[config.mk]
export PLATFORM = sky130hd
export DESIGN_NAME = length_framed_packet_parser_crc8
export DESIGN_NICKNAME = d
export VERILOG_FILES = /design/src/rtl/core/lfpp_pkg.sv /design/src/rtl/core/length_framed_packet_parser_crc8.sv
export SDC_FILE = /design/constraint.sdc
export NUM_CORES = 1
export LEC_CHECK = 0
export BUFFER_PORTS_ARGS = -buffer_cell sky130_fd_sc_hd__buf_2
export CAP_MARGIN = 20
export CORE_UTILIZATION = 48
export DETAILED_ROUTE_END_ITERATION = 7
export GPL_ROUTABILITY_DRIVEN = 0
export HOLD_SLACK_MARGIN = 0.05
export PLACE_DENSITY = 0.67
export SYNTH_ARGS = -nofsm -noshare
export SYNTH_HDL_FRONTEND = slang
export SYNTH_SLANG_ARGS = --single-unit
[constraint.sdc]
create_clock -name clk -period 6.2 [get_ports clk]
set_input_delay 0.62 -clock clk [delete_from_list [all_inputs] [get_ports clk]]
set_output_delay 0.62 -clock clk [all_outputs]
set_load 0.01 [all_outputs]
[src/rtl/core/lfpp_pkg.sv]
// Shared types, codes and the CRC-8 update for the length-framed packet parser.
package lfpp_pkg;

  localparam int unsigned ByteW = 8;
  localparam int unsigned StatusW = 2;

  localparam logic [ByteW-1:0] HEADER_RESET = 8'hAA;
  localparam logic [ByteW-1:0] CRC_POLY = 8'h07;

  localparam logic [StatusW-1:0] STATUS_NONE = 2'd0;
  localparam logic [StatusW-1:0] STATUS_GOOD = 2'd1;
  localparam logic [StatusW-1:0] STATUS_CRC_ERR = 2'd2;

  typedef enum logic [3:0] {
    PH_IDLE    = 4'b0001,
    PH_LEN     = 4'b0010,
    PH_PAYLOAD = 4'b0100,
    PH_CRC     = 4'b1000
  } phase_t;

  // One byte through CRC-8, MSB first, no reflection, no final xor.
  function automatic logic [ByteW-1:0] crc8_step(input logic [ByteW-1:0] acc,
                                                input logic [ByteW-1:0] b);
    logic [ByteW-1:0] c;
    c = acc ^ b;
    for (int k = 0; k < ByteW; k++) begin
      if (c[ByteW-1]) begin
        c = {c[ByteW-2:0], 1'b0} ^ CRC_POLY;
      end else begin
        c = {c[ByteW-2:0], 1'b0};
      end
    end
    return c;
  endfunction

endpackage

[src/rtl/core/length_framed_packet_parser_crc8.sv]
// Top level of the length-framed packet parser with CRC-8 check.
//
// The parser takes one received byte per item and returns exactly one result
// item for it. While idle it waits for a byte equal to the header register;
// the byte after the header is the frame length, then that many payload bytes
// follow, then one CRC byte. The CRC is CRC-8 (polynomial 0x07, initial value
// zero, MSB first, no final xor) over the length byte and the payload bytes.
// Each payload byte is streamed out with its index and a last marker, and the
// CRC byte ends the frame with status good or CRC error, after which the
// parser goes back to idle. A header value seen inside a frame is an ordinary
// byte. The phase logic and the unrolled CRC update sit between the input
// handshake and a single result register, so one item is accepted in every
// cycle as long as the result side keeps taking items.
// The input is stalled only while the result register holds an item that the
// result side is stalling. The header register may be written through
// header_we and header_wdata while no item is in flight, even in the middle
// of a frame; a new value applies from the next idle comparison on.
module length_framed_packet_parser_crc8
  import lfpp_pkg::*;
(
  input  logic               clk,
  input  logic               rst,
  // Configuration write port for the header register.
  input  logic               header_we,
  input  logic [ByteW-1:0]   header_wdata,
  // Input channel.
  input  logic               data_valid,
  output logic               data_stall,
  input  logic [ByteW-1:0]   data_byte,
  // Result channel.
  output logic               result_valid,
  input  logic               result_stall,
  output logic [StatusW-1:0] status,
  output logic               payload_valid,
  output logic [ByteW-1:0]   payload_byte,
  output logic [ByteW-1:0]   payload_index,
  output logic               payload_last
);

  logic [ByteW-1:0] header_value;

  phase_t           phase;
  phase_t           phase_next;
  logic [ByteW-1:0] crc_value;
  logic [ByteW-1:0] crc_value_next;
  logic [ByteW-1:0] frame_length;
  logic [ByteW-1:0] frame_length_next;
  logic [ByteW-1:0] bytes_seen;
  logic [ByteW-1:0] bytes_seen_next;

  logic [StatusW-1:0] status_next;
  logic               payload_valid_next;
  logic [ByteW-1:0]   payload_byte_next;
  logic [ByteW-1:0]   payload_index_next;
  logic               payload_last_next;

  logic [ByteW-1:0] crc_upd;
  logic [ByteW-1:0] seen_inc;
  logic             accept;

  // The result register can take a new item when it is empty or when its
  // current item leaves at this edge.
  assign data_stall = result_valid && result_stall;
  assign accept     = data_valid && !data_stall;

  assign crc_upd  = crc8_step(crc_value, data_byte);
  assign seen_inc = bytes_seen + 1'b1;

  // Header register: written at any edge with the write enable high.
  always_ff @(posedge clk) begin
    if (rst) begin
      header_value <= HEADER_RESET;
    end else if (header_we) begin
      header_value <= header_wdata;
    end
  end

  // Phase logic and the result fields for the byte on the input.
  always_comb begin
    phase_next         = phase;
    crc_value_next     = crc_value;
    frame_length_next  = frame_length;
    bytes_seen_next    = bytes_seen;
    status_next        = STATUS_NONE;
    payload_valid_next = 1'b0;
    payload_byte_next  = '0;
    payload_index_next = '0;
    payload_last_next  = 1'b0;
    case (phase)
      PH_IDLE: begin
        if (data_byte == header_value) begin
          phase_next = PH_LEN;
        end
      end
      PH_LEN: begin
        // The length byte is covered by the CRC; a zero length goes
        // straight to the CRC byte.
        crc_value_next    = crc_upd;
        frame_length_next = data_byte;
        bytes_seen_next   = '0;
        phase_next        = (data_byte == '0) ? PH_CRC : PH_PAYLOAD;
      end
      PH_PAYLOAD: begin
        crc_value_next     = crc_upd;
        payload_valid_next = 1'b1;
        payload_byte_next  = data_byte;
        payload_index_next = bytes_seen;
        bytes_seen_next    = seen_inc;
        if (seen_inc == frame_length) begin
          payload_last_next = 1'b1;
          phase_next        = PH_CRC;
        end
      end
      PH_CRC: begin
        // Whatever the check says, the frame state clears and the parser
        // looks for the next header.
        status_next       = (data_byte == crc_value) ? STATUS_GOOD : STATUS_CRC_ERR;
        phase_next        = PH_IDLE;
        crc_value_next    = '0;
        frame_length_next = '0;
        bytes_seen_next   = '0;
      end
      default: begin
        phase_next        = PH_IDLE;
        crc_value_next    = '0;
        frame_length_next = '0;
        bytes_seen_next   = '0;
      end
    endcase
  end

  // Frame state advances once per accepted item.
  always_ff @(posedge clk) begin
    if (rst) begin
      phase        <= PH_IDLE;
      crc_value    <= '0;
      frame_length <= '0;
      bytes_seen   <= '0;
    end else if (accept) begin
      phase        <= phase_next;
      crc_value    <= crc_value_next;
      frame_length <= frame_length_next;
      bytes_seen   <= bytes_seen_next;
    end
  end

  // Result register valid flag.
  always_ff @(posedge clk) begin
    if (rst) begin
      result_valid <= 1'b0;
    end else if (accept) begin
      result_valid <= 1'b1;
    end else if (!result_stall) begin
      result_valid <= 1'b0;
    end
  end

  // Result payload; loads only with an accepted item, so it holds while stalled.
  always_ff @(posedge clk) begin
    if (accept) begin
      status        <= status_next;
      payload_valid <= payload_valid_next;
      payload_byte  <= payload_byte_next;
      payload_index <= payload_index_next;
      payload_last  <= payload_last_next;
    end
  end

endmodule

==> results.md <==
* CP Launch Type: primary input
* Port-buffer cells at 42
* Maximum capacitance violations at 0
* Initial antenna violation count at 0
* Die Width at 78.43 µm
* Hold Crit Class: reg2reg
* # DRC at 0
* Asr flop ratio synth at 0%
* Largest net degree at the start of global routing at 41
* Seq/Total Area, Yosys at 47.84%
* Crit path DAT at 3170 ps
* Drt total wl at 5.818 mm
* Fmax at 0.3354 GHz
* Unrepaired setup endpoints after global routing: false
* Critical path cell sequence: buf_2, and2_1, nand2b_1, clkinv_1, nand2_1, nor2_1, a22oi_1, nor2_1
* Share of layout cells above drive strength 1 at 20.67%
* H-tree Lvls at 3
* Clock network power share at 40.3%
* CTS sink cnt at 57
* # rows at 27
* Cell count after synthesis at 285
* Clock Latency Late Sink at 330 ps
* Die Height at 78.43 µm
* Post-CTS setup buffers at 0
* First-pass GRT wire length at 9.956 mm
* Status: finished clean
* Starting Density at 50.30%
* Worst slew pin tran at 886.0 ps
* Top delay family on crit path: simple AND/OR/NAND/NOR gates
* Lkg Pwr at 1.281 nW
* I/O pin cnt at 43
* Hold_ws at 471.0 ps
* Vias per inst at 5.459
* Slew margin rel. at 40.57%
* DR vias at 2189
* Vias in the first global route at 2015
* Worst-path clk slew at 60 ps
* GRT Total Usage at 21.47%
* WL/cell at 14.51 µm
* #FFs+latches synth at 57
* Final Hold Viols at 0
* Root buf cell: clkbuf_8
* Sw Share at 25.78%
* Synthesis Warnings at 0
* GR Overflow Total at 0
* Number of routed nets with antenna violations at 0
* Mean Syn Cell Area at 9.838 µm²
* CP most frequent cell: nor2_1
* Post-detail-place hpwl at 4.026 mm
* Die ar. at 0.006151 mm²
* Sequential share of power at 46.0%
* Final setup TNS at 0 ps
* Net switching power at 230.6 µW
* Period utilisation layout at 48.09%
* EDFF count, synth at 20
* TritonCTS clock tree: done
* Worst IR Drop VDD at 0.0001496 V
* Pwr per Cell Area at 274.7 mW/mm²
* Int Pwr at 663.9 µW
* Slew Limit Fails at 0
* # nets final at 350
* CTS Buf Count at 9
* Total core area at 0.005574 mm²
* Power share of the combinational group at 13.7%
* Ys flop type: dfxtp_1
* # diodes at 0
* Crit path max fanout at 29
* Final min period at 2982 ps
* CP endpoint kind: register
* WS Path Type: in2reg
* Cell Area, Synth at 0.002804 mm²
* Setup Skew at 7.371 ps
* CP peak stage delay at 840 ps
* CTS Buffer Depth at 2
* Post_cts resized at 0
* Drt pass-1 iters at 4
* Worst path buffer plus inverter count at 2
* Critical path data required time at 6390 ps
* Endpoints failing setup at 0
* Hold Buf Count CTS at 0
* Synth-to-layout area growth at 16.11%
* Slowest cell on the critical path: nand2_1
* Mapped Nets at 310
* Initial DRC Count at 171
* Total chip power at 894.4 µW
* Netlist cell types at 48
## placed cells by master, fill, tap and decap left out, types with 6 or more instances in the layout
cell      instances
nor2_1           28
edfxtp_1         20
and2_1           16
xor2_1           20
clkbuf_8          9
nor2b_1           7
a22oi_1           6
a21oi_1          17
xnor2_1          15
dfxtp_1          37
nand2_1          16
buf_2            42
nand3_1          14
o21ai_0          12
## sequential cells by signal, summed over array words and instances, names as in the netlist
| register | count |
|---|---|
| payload_last | 1 |
| payload_byte | 8 |
| result_valid | 1 |
| header_value | 8 |
| phase | 4 |
| bytes_seen | 8 |
| payload_index | 8 |
| status | 2 |
| crc_value | 8 |
| payload_valid | 1 |
| frame_length | 8 |
## synth_stat cells, drive strengths merged (6+ instances only)
cell type   n  area (µm²)
dfxtp      37       740.7
nor2       28       105.1
edfxtp     20       600.6
xor2       20       175.2
a21oi      17       85.08
and2       17       107.6
nand2      16       60.06
nand3      16       90.09
xnor2      16       147.7
o21ai      12       60.06
clkbuf     10       37.54
nor2b       7       43.79
a22oi       6       45.04
## tightest hold or removal path: cells and delay by family, from the launching register on
kind               cells  cell delay, ps
AOI/OAI and AO/OA      1              50
DFF                    1             320
and+or+nand+nor        1              60
## through the flow
stage          instances  worst slack (ps)  instance area (µm²)  util (%)
5_1_grt              401              2852                 3256     58.41
3_3_place_gp         386              2899                 3055     54.81
2_1_floorplan        285              3809                 2804         -
6_report             401              3218                 3256     58.41
4_1_cts              401              3172                 3256     58.41
3_5_place_dp         386              2830                 3055     54.81
## final timing paths
check	startpoint	endpoint	slack (ps)	cells after the start
max	result_stall	crc_value[1]$_SDFFE_PP0P_	3220	8
min	frame_length[4]$_SDFFE_PP0P_	frame_length[4]$_SDFFE_PP0P_	470	2
max reg2reg	result_valid$_SDFFE_PP0P_	crc_value[1]$_SDFFE_PP0P_	3250	7
min reg2reg	frame_length[4]$_SDFFE_PP0P_	frame_length[4]$_SDFFE_PP0P_	470	2
## cell families after synthesis
kind of cell    count (synthesis)  synth area share [%]
mux                             4                 1.428
flops                          57                 47.84
simple gates                  112                 21.55
compound gates                 52                 12.41
xor+xnor                       37                 12.32
fa+ha+maj                       4                 1.785
buf+inv                        19                 2.677
## power groups by stage
stage | clock network (mW) | logic (mW) | registers (mW)
finish | 0.360 | 0.123 | 0.411
global route | 0.383 | 0.136 | 0.413
CTS | 0.365 | 0.123 | 0.411
detailed placement | 0 | 0.122 | 0.419
global placement | 0 | 0.121 | 0.419
floorplan | 0 | 0.0820 | 0.421
## layout make-up
type | instances | area [µm²]
clock inverters | 5 | 72.57
well taps | 72 | 90.09
repair buffers | 43 | 217.7
multi-input cells | 209 | 1388
inverters | 5 | 18.77
flip-flops and latches | 57 | 1341
fillers | 492 | 2318
clock buffers | 10 | 127.6
## routing by layer
layer,share of wire [%],track usage [%]
met5,0,0
met4,1.9,8.889
met3,6.2,5.233
met2,43,32.28
met1,49,29.46
No activity file was read; power rests on OpenSTA's default activity.
